## src/rtl/core/ebhp_pkg.sv

```systemverilog
`timescale 1ns / 1ps

package ebhp_pkg;

	localparam int IV_BYTES = 8;
	localparam int QDEPTH   = 4;

	localparam logic [2:0] ST_OK            = 3'd0;
	localparam logic [2:0] ST_SHORT_IV      = 3'd1;
	localparam logic [2:0] ST_SHORT_COUNT   = 3'd2;
	localparam logic [2:0] ST_SHORT_OFFSETS = 3'd3;
	localparam logic [2:0] ST_DECREASING    = 3'd4;
	localparam logic [2:0] ST_EMPTY_SUB     = 3'd5;

	localparam logic KIND_SUB    = 1'b0;
	localparam logic KIND_STATUS = 1'b1;

	// One queue entry: an optional subsample from an offset word and an
	// optional end-of-block record whose final subsample the back end works out.
	typedef struct packed {
		logic                      has_sub;
		logic [31:0]               sub_clear;
		logic [31:0]               sub_cipher;
		logic                      is_end;
		logic [2:0]                trunc;
		logic [2:0]                err;
		logic                      part;
		logic                      odd;
		logic                      enc;
		logic [31:0]               pay;
		logic [31:0]               prev;
		logic [31:0]               held;
		logic [8*IV_BYTES-1:0]     iv;
		logic [10:0]               hdr;
	} ebhp_entry_t;

	typedef struct packed {
		logic        valid;
		ebhp_entry_t entry;
	} ebhp_push_t;

endpackage

```

## src/rtl/core/ebhp_front.sv

```systemverilog
`timescale 1ns / 1ps

module ebhp_front (
	input  logic               clk,
	input  logic               arst_n,
	input  logic               s_tvalid,
	output logic               s_tready,
	input  logic [7:0]         s_tdata,   // data_byte
	input  logic               s_tlast,
	input  logic               full,
	output ebhp_pkg::ebhp_push_t push
);
	import ebhp_pkg::*;

	typedef enum logic [2:0] {
		PH_SIGNAL,
		PH_IV,
		PH_COUNT,
		PH_OFFSETS,
		PH_PAYLOAD
	} phase_t;

	phase_t                phase_q, ph_d;
	logic [2:0]            idx_q, idx_d;
	logic [1:0]            flags_q, flags_d;
	logic [8*IV_BYTES-1:0] iv_q, iv_d;
	logic [7:0]            total_q, total_d;
	logic [7:0]            pidx_q, pidx_d;
	logic [31:0]           osh_q, osh_d;
	logic [31:0]           prev_q, prev_d;
	logic [31:0]           held_q, held_d;
	logic [31:0]           pay_q, pay_d;
	logic [2:0]            err_q, err_d;
	logic [10:0]           hdr_q, hdr_d;

	logic        accept;
	logic [31:0] off;
	logic [31:0] off_diff;
	logic        off_lt;
	logic        off_eq;
	logic        sub_v;
	logic [31:0] sub_clr;
	logic [31:0] sub_cip;
	logic [2:0]  trunc;

	assign s_tready = !full;
	assign accept   = s_tvalid && s_tready;

	assign off      = {osh_q[23:0], s_tdata};
	assign off_lt   = off < prev_q;
	assign off_eq   = off == prev_q;
	assign off_diff = off - prev_q;

	always_comb begin
		ph_d    = phase_q;
		idx_d   = idx_q;
		flags_d = flags_q;
		iv_d    = iv_q;
		total_d = total_q;
		pidx_d  = pidx_q;
		osh_d   = osh_q;
		prev_d  = prev_q;
		held_d  = held_q;
		pay_d   = pay_q;
		err_d   = err_q;
		hdr_d   = hdr_q;
		sub_v   = 1'b0;
		sub_clr = '0;
		sub_cip = '0;
		unique case (phase_q)
			PH_SIGNAL: begin
				flags_d = s_tdata[1:0];
				hdr_d   = 11'd1;
				if (s_tdata[0]) begin
					ph_d  = PH_IV;
					idx_d = '0;
					iv_d  = '0;
				end else begin
					ph_d = PH_PAYLOAD;
				end
			end
			PH_IV: begin
				iv_d  = {iv_q[8*IV_BYTES-9:0], s_tdata};
				hdr_d = hdr_q + 11'd1;
				if (idx_q == 3'(IV_BYTES - 1)) begin
					idx_d = '0;
					ph_d  = (flags_q == 2'b11) ? PH_COUNT : PH_PAYLOAD;
				end else begin
					idx_d = idx_q + 3'd1;
				end
			end
			PH_COUNT: begin
				total_d = s_tdata;
				hdr_d   = hdr_q + 11'd1;
				pidx_d  = '0;
				prev_d  = '0;
				held_d  = '0;
				osh_d   = '0;
				idx_d   = '0;
				ph_d    = (s_tdata != 8'd0) ? PH_OFFSETS : PH_PAYLOAD;
			end
			PH_OFFSETS: begin
				osh_d = off;
				hdr_d = hdr_q + 11'd1;
				if (idx_q == 3'd3) begin
					idx_d = '0;
					// once an offset error is latched, ignore later offsets
					if (err_q == ST_OK) begin
						if (off_lt) begin
							err_d = ST_DECREASING;
						end else begin
							if (pidx_q[0]) begin
								if (held_q == 32'd0 && off_eq) begin
									err_d = ST_EMPTY_SUB;
								end else begin
									sub_v   = 1'b1;
									sub_clr = held_q;
									sub_cip = off_diff;
								end
							end else begin
								held_d = off_diff;
							end
							prev_d = off;
						end
					end
					pidx_d = pidx_q + 8'd1;
					if (pidx_d >= total_q) begin
						ph_d = PH_PAYLOAD;
					end
				end else begin
					idx_d = idx_q + 3'd1;
				end
			end
			PH_PAYLOAD: begin
				if (pay_q != '1) begin
					pay_d = pay_q + 32'd1;
				end
			end
			default: begin
				ph_d = PH_SIGNAL;
			end
		endcase
	end

	always_comb begin
		unique case (ph_d)
			PH_IV:      trunc = ST_SHORT_IV;
			PH_COUNT:   trunc = ST_SHORT_COUNT;
			PH_OFFSETS: trunc = ST_SHORT_OFFSETS;
			default:    trunc = ST_OK;
		endcase
	end

	always_comb begin
		push.valid            = accept && (sub_v || s_tlast);
		push.entry.has_sub    = sub_v;
		push.entry.sub_clear  = sub_clr;
		push.entry.sub_cipher = sub_cip;
		push.entry.is_end     = s_tlast;
		push.entry.trunc      = trunc;
		push.entry.err        = err_d;
		push.entry.part       = flags_d == 2'b11;
		push.entry.odd        = total_d[0];
		push.entry.enc        = flags_d[0];
		push.entry.pay        = pay_d;
		push.entry.prev       = prev_d;
		push.entry.held       = held_d;
		push.entry.iv         = iv_d;
		push.entry.hdr        = hdr_d;
	end

	always_ff @(posedge clk or negedge arst_n) begin
		if (!arst_n) begin
			phase_q <= PH_SIGNAL;
			idx_q   <= '0;
			flags_q <= '0;
			iv_q    <= '0;
			total_q <= '0;
			pidx_q  <= '0;
			osh_q   <= '0;
			prev_q  <= '0;
			held_q  <= '0;
			pay_q   <= '0;
			err_q   <= '0;
			hdr_q   <= '0;
		end else if (accept) begin
			if (s_tlast) begin
				// block done: back to waiting for a signal byte
				phase_q <= PH_SIGNAL;
				idx_q   <= '0;
				flags_q <= '0;
				iv_q    <= '0;
				total_q <= '0;
				pidx_q  <= '0;
				osh_q   <= '0;
				prev_q  <= '0;
				held_q  <= '0;
				pay_q   <= '0;
				err_q   <= '0;
				hdr_q   <= '0;
			end else begin
				phase_q <= ph_d;
				idx_q   <= idx_d;
				flags_q <= flags_d;
				iv_q    <= iv_d;
				total_q <= total_d;
				pidx_q  <= pidx_d;
				osh_q   <= osh_d;
				prev_q  <= prev_d;
				held_q  <= held_d;
				pay_q   <= pay_d;
				err_q   <= err_d;
				hdr_q   <= hdr_d;
			end
		end
	end

endmodule

```

## src/rtl/core/ebhp_queue.sv

```systemverilog
`timescale 1ns / 1ps

module ebhp_queue (
	input  logic                  clk,
	input  logic                  arst_n,
	input  ebhp_pkg::ebhp_push_t  push,
	output logic                  full,
	input  logic                  pop,
	output logic                  head_valid,
	output ebhp_pkg::ebhp_entry_t head
);
	import ebhp_pkg::*;

	localparam int PW = $clog2(QDEPTH);
	localparam int CW = $clog2(QDEPTH + 1);

	ebhp_entry_t   mem_q [QDEPTH];
	logic [PW-1:0] wr_q;
	logic [PW-1:0] rd_q;
	logic [CW-1:0] count_q;

	assign full       = count_q == CW'(QDEPTH);
	assign head_valid = count_q != '0;
	assign head       = mem_q[rd_q];

	always_ff @(posedge clk) begin
		if (push.valid) begin
			mem_q[wr_q] <= push.entry;
		end
	end

	always_ff @(posedge clk or negedge arst_n) begin
		if (!arst_n) begin
			wr_q    <= '0;
			rd_q    <= '0;
			count_q <= '0;
		end else begin
			if (push.valid) begin
				wr_q <= (wr_q == PW'(QDEPTH - 1)) ? '0 : wr_q + PW'(1);
			end
			if (pop) begin
				rd_q <= (rd_q == PW'(QDEPTH - 1)) ? '0 : rd_q + PW'(1);
			end
			unique case ({push.valid, pop})
				2'b10:   count_q <= count_q + CW'(1);
				2'b01:   count_q <= count_q - CW'(1);
				default: count_q <= count_q;
			endcase
		end
	end

	assert property (@(posedge clk) disable iff (!arst_n) push.valid |-> !full)
		else $error("push into a full queue");
	assert property (@(posedge clk) disable iff (!arst_n) pop |-> head_valid)
		else $error("pop from an empty queue");

endmodule

```

## src/rtl/core/ebhp_back.sv

```systemverilog
`timescale 1ns / 1ps

module ebhp_back (
	input  logic                  clk,
	input  logic                  arst_n,
	input  logic                  head_valid,
	input  ebhp_pkg::ebhp_entry_t head,
	output logic                  pop,
	output logic                  m_tvalid,
	input  logic                  m_tready,
	output logic [143:0]          m_tdata,   // clear_count, cipher_count, status, encrypted,
	                                         // init_vector, header_bytes, zero pad
	output logic                  m_tuser,   // kind
	output logic                  m_tlast    // final_item
);
	import ebhp_pkg::*;

	logic                  valid_q;
	logic                  kind_q;
	logic [31:0]           clear_q;
	logic [31:0]           cipher_q;
	logic [2:0]            status_q;
	logic                  enc_q;
	logic [8*IV_BYTES-1:0] iv_q;
	logic [10:0]           hdr_q;
	logic                  last_q;
	logic                  second_q;

	logic        load;
	logic        fin_path;
	logic        lt;
	logic [31:0] diff;
	logic        fzero;
	logic        fsub;
	logic [2:0]  st;
	logic        has0;
	logic        two;
	logic        take_status;
	logic [31:0] clr0;
	logic [31:0] cip0;

	// work out the closing subsample and the status of an end record
	assign fin_path = head.is_end && head.trunc == ST_OK && !(head.part && head.pay == 32'd0)
		&& head.err == ST_OK && head.part;
	assign lt       = head.pay < head.prev;
	assign diff     = head.pay - head.prev;
	assign fzero    = (head.pay == head.prev) && (!head.odd || head.held == 32'd0);
	assign fsub     = fin_path && !lt && !fzero;

	always_comb begin
		priority if (head.trunc != ST_OK) begin
			st = head.trunc;
		end else if (head.part && head.pay == 32'd0) begin
			st = ST_SHORT_OFFSETS;
		end else if (fin_path) begin
			st = lt ? ST_DECREASING : (fzero ? ST_EMPTY_SUB : ST_OK);
		end else begin
			st = head.err;
		end
	end

	assign has0 = head.has_sub || fsub;
	assign two  = has0 && head.is_end;
	assign clr0 = head.has_sub ? head.sub_clear : (head.odd ? head.held : diff);
	assign cip0 = head.has_sub ? head.sub_cipher : (head.odd ? diff : 32'd0);

	assign load        = !valid_q || m_tready;
	assign take_status = second_q || !has0;
	assign pop         = head_valid && load && (!two || second_q);

	always_ff @(posedge clk or negedge arst_n) begin
		if (!arst_n) begin
			valid_q  <= 1'b0;
			second_q <= 1'b0;
			kind_q   <= KIND_SUB;
			clear_q  <= '0;
			cipher_q <= '0;
			status_q <= ST_OK;
			enc_q    <= 1'b0;
			iv_q     <= '0;
			hdr_q    <= '0;
			last_q   <= 1'b0;
		end else if (load) begin
			valid_q <= head_valid;
			if (head_valid) begin
				second_q <= two && !second_q;
				if (take_status) begin
					kind_q   <= KIND_STATUS;
					clear_q  <= '0;
					cipher_q <= '0;
					status_q <= st;
					enc_q    <= (st == ST_OK) && head.enc;
					iv_q     <= (st == ST_OK && head.enc) ? head.iv : '0;
					hdr_q    <= (st == ST_OK) ? head.hdr : '0;
					last_q   <= 1'b1;
				end else begin
					kind_q   <= KIND_SUB;
					clear_q  <= clr0;
					cipher_q <= cip0;
					status_q <= ST_OK;
					enc_q    <= 1'b0;
					iv_q     <= '0;
					hdr_q    <= '0;
					last_q   <= 1'b0;
				end
			end
		end
	end

	assign m_tvalid = valid_q;
	assign m_tuser  = kind_q;
	assign m_tlast  = last_q;
	assign m_tdata  = {1'b0, hdr_q, iv_q, enc_q, status_q, cipher_q, clear_q};

	assert property (@(posedge clk) disable iff (!arst_n)
		second_q |-> head_valid && head.is_end)
		else $error("second word pending without an end record");
	assert property (@(posedge clk) disable iff (!arst_n)
		valid_q && kind_q == KIND_SUB |-> (clear_q != 32'd0 || cipher_q != 32'd0))
		else $error("empty subsample sent");
	assert property (@(posedge clk) disable iff (!arst_n)
		valid_q && status_q != ST_OK |-> iv_q == '0 && hdr_q == '0 && !enc_q)
		else $error("failed status carries header data");

endmodule

```

## src/rtl/core/encrypted_block_header_parser.sv

```systemverilog
`timescale 1ns / 1ps
// Path: a word taken on s_t* goes into the queue, then is registered in the output stage
// before it shows on m_t*. Throughput: one input byte per cycle unless the queue is full;
// a block end that closes a subsample sends two words, everything else one word, drained
// through the 4-deep queue; input stalls only when that queue is full.
// Reset: asynchronous, active low; parser waits for a signal byte, queue and output empty.

module encrypted_block_header_parser (
	input  logic         clk,
	input  logic         arst_n,
	input  logic         s_tvalid,
	output logic         s_tready,
	input  logic [7:0]   s_tdata,   // data_byte
	input  logic         s_tlast,   // last_byte
	output logic         m_tvalid,
	input  logic         m_tready,
	output logic [143:0] m_tdata,   // clear_count, cipher_count, status, encrypted,
	                                // init_vector, header_bytes, zero pad
	output logic         m_tuser,   // kind
	output logic         m_tlast    // final_item
);
	import ebhp_pkg::*;

	ebhp_push_t  push;
	logic        full;
	logic        pop;
	logic        head_valid;
	ebhp_entry_t head;

	ebhp_front u_front (
		.clk      (clk),
		.arst_n   (arst_n),
		.s_tvalid (s_tvalid),
		.s_tready (s_tready),
		.s_tdata  (s_tdata),
		.s_tlast  (s_tlast),
		.full     (full),
		.push     (push)
	);

	ebhp_queue u_queue (
		.clk        (clk),
		.arst_n     (arst_n),
		.push       (push),
		.full       (full),
		.pop        (pop),
		.head_valid (head_valid),
		.head       (head)
	);

	ebhp_back u_back (
		.clk        (clk),
		.arst_n     (arst_n),
		.head_valid (head_valid),
		.head       (head),
		.pop        (pop),
		.m_tvalid   (m_tvalid),
		.m_tready   (m_tready),
		.m_tdata    (m_tdata),
		.m_tuser    (m_tuser),
		.m_tlast    (m_tlast)
	);

endmodule
```

## config.mk

```make
export PLATFORM = sky130hd
export DESIGN_NAME = encrypted_block_header_parser
export DESIGN_NICKNAME = d
export VERILOG_FILES = /design/src/rtl/core/ebhp_pkg.sv /design/src/rtl/core/ebhp_front.sv /design/src/rtl/core/ebhp_queue.sv /design/src/rtl/core/ebhp_back.sv /design/src/rtl/core/encrypted_block_header_parser.sv
export SDC_FILE = /design/constraint.sdc
export NUM_CORES = 2
export LEC_CHECK = 0
export BUFFER_PORTS_ARGS = -buffer_cell sky130_fd_sc_hd__buf_2
export CORE_ASPECT_RATIO = 0.5
export CORE_MARGIN = 1.5
export CORE_UTILIZATION = 33
export DETAILED_ROUTE_END_ITERATION = 10
export HOLD_SLACK_MARGIN = 0.02
export PLACE_DENSITY = 0.59
export SLEW_MARGIN = 20
export SYNTH_ARGS = -nofsm -noshare
export SYNTH_HDL_FRONTEND = slang
export SYNTH_SLANG_ARGS = --single-unit
export TNS_END_PERCENT = 100
```

## constraint.sdc

```tcl
create_clock -name clk -period 23.3 [get_ports clk]
set_input_delay 2.33 -clock clk [delete_from_list [all_inputs] [get_ports clk]]
set_output_delay 2.33 -clock clk [all_outputs]
set_load 0.02 [all_outputs]
```

==> impl_metrics.json <==
{
  "initialDrtViolationCount": 3861,
  "final_area_mm2": 0.0649,
  "period_share_pct": 30.0,
  "synthArstFlopShare_pct": 27.7,
  "cts_tree": "done",
  "grt_max_degree": 136,
  "rsz0062_at_grt": "false",
  "die_width_um": 592,
  "relSlewSlack_pct": 11.3,
  "ctsHoldBuffers": 0,
  "cp.required_ns": 23.96,
  "grtUsageTotal_pct": 18.0,
  "p_leak_nw": 24.1,
  "cts_resized": 0,
  "wl_per_cell_um": 25.7,
  "ys.flop_type": "edfxtp_1",
  "start_util_pct": 33.4,
  "area_growth_pct": 13.4,
  "cts_sinks": 1355,
  "path_max_fanout": 135,
  "clk_path_buf_depth": 3,
  "synth_cells": 3688,
  "synth_top_family_by_area": "compound AO/OA/AOI/OAI gates",
  "boundaryPins": 161,
  "endpoint_kind": "register",
  "grt_pass1_wl_mm": 237,
  "period_minus_slack_ns": 6.99,
  "p_total_mw": 8.09,
  "synth_area_mm2": 0.0572,
  "cts_setup_buffers": 0,
  "rows": 107,
  "nets": 3918,
  "finalHoldViolations": 0,
  "cts_root_buf": "clkbuf_16",
  "overflow": 0,
  "cp_data_arrival_time_ns": 7.64,
  "synth_compound_area_share_pct": 10.6,
  "slew_viol_final": 0,
  "die_h_um": 298,
  "synth-simple-area-share_pct": 5.36,
  "cts_buffers": 120,
  "ant_nets": 0,
  "min_path_type": "reg -> reg",
  "synth_edf_count": 980,
  "viasPerCell": 5.49,
  "dp_hpwl_mm": 105,
  "muxShareOfSynthArea_pct": 10.4,
  "yosysWarnings": 0,
  "clock_latency_ns": 0.74,
  "outcome": "complete, no violations",
  "path_clk_slew_ns": 0.07,
  "setup_violations": 0,
  "holdWs_ns": 0.471,
  "cap_violations": 0,
  "yosys_register_bits": 1355,
  "yosysSeqAreaShare_pct": 67.8,
  "startpoint_type": "register",
  "dpl_cell_area_mm2": 0.0606,
  "io_buffers": 159,
  "setup_slack_ns": 16.31,
  "synth_area_leader_cell": "edfxtp_1",
  "synth_top_area_share_pct": 51.4,
  "ir_drop_mv": 0.114,
  "drtPass1Iterations": 6,
  "ys_types": 78,
  "fin_skew_ns": 0.0340,
  "dr_total_vias": 34100,
  "max_freq_mhz": 143,
  "drive_gt1_share_pct": 18.2,
  "syn-num-nets": 3789,
  "path_class": "reg -> reg",
  "grt_pass1_vias": 34000,
  "worstMarginPinSlew_ns": 1.32,
  "antenna_found_initial": 7,
  "htree_levels": 3,
  "synth.area.top_cells": "edfxtp_1 (51%), dfrtp_1 (16%), mux4_2 (9.6%)",
  "place_congestion": 0.883,
  "synth-xor-area-share_pct": 1.58,
  "die_area_mm2": 0.176,
  "syn_avg_cell_area_um2": 15.5,
  "core_mm2": 0.171,
  "p_per_area_mw_per_mm2": 125,
  "synthAdderAreaFrac_pct": 1.96,
  "setup_tns_ns": 0,
  "drcViolationCount": 0,
  "place_ws_ns": 15.60,
  "wl_mm": 160
}
==> cells in the mapped netlist, drive strengths merged (39+ instances only) <==
library cell / count
edfxtp: 980
dfrtp: 375
a22o: 291
nand2: 267
mux4: 244
o21ai: 221
clkbuf: 169
nor2: 168
inv: 112
a21oi: 104
ha: 85
xor2: 55
buf: 48
xnor2: 48
and2: 41
a21o: 39
==> final timing paths <==
check / slack (ns) / to / start / depth (start not counted)
setup / recovery: 16.31 / u_back.iv_q[18] / u_queue.rd_q[1] / 15
hold / removal: 0.47 / u_back.status_q[1] / u_back.status_q[1] / 2
setup reg to reg: 16.31 / u_back.iv_q[18] / u_queue.rd_q[1] / 15
hold reg to reg: 0.47 / u_back.status_q[1] / u_back.status_q[1] / 2
max in group asynchronous: 19.41 / u_queue.rd_q[1] / arst_n / 3
min in group asynchronous: 1.53 / u_back.clear_q[19] / arst_n / 1
==> cell type report <==
type	count	area, um^2
repair buffers	224	1350
multi-input cells	2003	17200
clock inverters	69	936
diodes	4	10.0
well taps	2289	2860
inverters	113	424
flip-flops and latches	1355	38800
clock buffers	160	3330
fillers	15700	106000
==> cell families (layout without fill, tap and decap cells) <==
| kind of cell | Yosys count | in the layout |
|---|---|---|
| muxes | 288 | 288 |
| xor gates and xnor gates | 103 | 103 |
| and+or+nand+nor | 667 | 667 |
| adders and majority gates | 88 | 88 |
| other | 1 | 5 |
| buffers and inverters | 330 | 566 |
| DFF | 1355 | 1355 |
| AOI/OAI and AO/OA | 856 | 856 |
==> worst max-delay path: stages, from the launching register on <==
cell       delay (ns)
dfrtp_4          0.95
buf_12           0.61
buf_4            0.92
mux4_2           0.38
inv_1            0.05
ha_1             0.37
o21ai_0          0.31
o21ai_0          0.16
o2111ai_1        0.36
a21boi_0         0.20
o21ai_1          0.37
o31ai_2          0.16
a211oi_2         0.70
and3_2           0.31
buf_4            0.60
a22o_1           0.24
==> per-stage QoR <==
| step | std cells | utilization, % |
|---|---|---|
| after global placement | 5983 | 35.4 |
| final | 6217 | 37.9 |
| after CTS | 6212 | 37.9 |
| after detailed placement | 5983 | 35.4 |
| after global routing | 6214 | 37.9 |
| after floorplan | 3688 | - |
==> placed cells by master (no fill, tap or decap), drive strengths merged, types with 10 or more instances in the layout <==
cell | synthesis | final
o21bai | 11 | 11
a22o | 291 | 291
xor2 | 55 | 55
a32o | 14 | 14
clkinv | 1 | 35
a21oi | 104 | 104
buf | 48 | 224
clkbuf | 169 | 160
nand4 | 27 | 27
o22a | 10 | 10
and2 | 41 | 41
a22oi | 38 | 38
nor3 | 32 | 32
ha | 85 | 85
o22ai | 29 | 29
inv | 112 | 121
dfrtp | 375 | 375
and3 | 23 | 23
nor4 | 26 | 26
o21a | 10 | 10
edfxtp | 980 | 980
and4 | 10 | 10
mux2i | 38 | 38
bufinv | 0 | 20
mux4 | 244 | 244
xnor2 | 48 | 48
a21o | 39 | 39
o21ai | 221 | 221
nand3 | 32 | 32
nand2 | 267 | 267
a211oi | 18 | 18
nor2 | 168 | 168
==> power by group <==
part	leakage [nW]	total [mW]	switching, mW	internal (mW)
clock	2.09	2.15	0.920	1.23
sequential	14.4	3.01	0.137	2.87
combinational	7.58	2.92	1.96	0.968
==> sequential cells by signal (all words and copies together), names as in the netlist, 8 cells and up <==
signal           flops
u_front.pidx_q       8
u_front.pay_q       32
u_back.iv_q         64
u_front.prev_q      32
u_back.clear_q      32
u_front.total_q      8
u_back.cipher_q     32
u_queue.mem_q      980
u_back.hdr_q        11
u_front.hdr_q       11
u_front.held_q      32
u_front.iv_q        64
u_front.osh_q       24
==> layer usage <==
layer / vias up / track usage [%] / share of wire, %
met3: 207 / 2.71 / 6.3
met4: 2 / 4.69 / 2.6
met1: 18000 / 25.0 / 43
met2: 1254 / 29.5 / 48
met5: - / 0 / 0.010
li1: 14700 / - / -
Power figures use the tool's default switching activity.
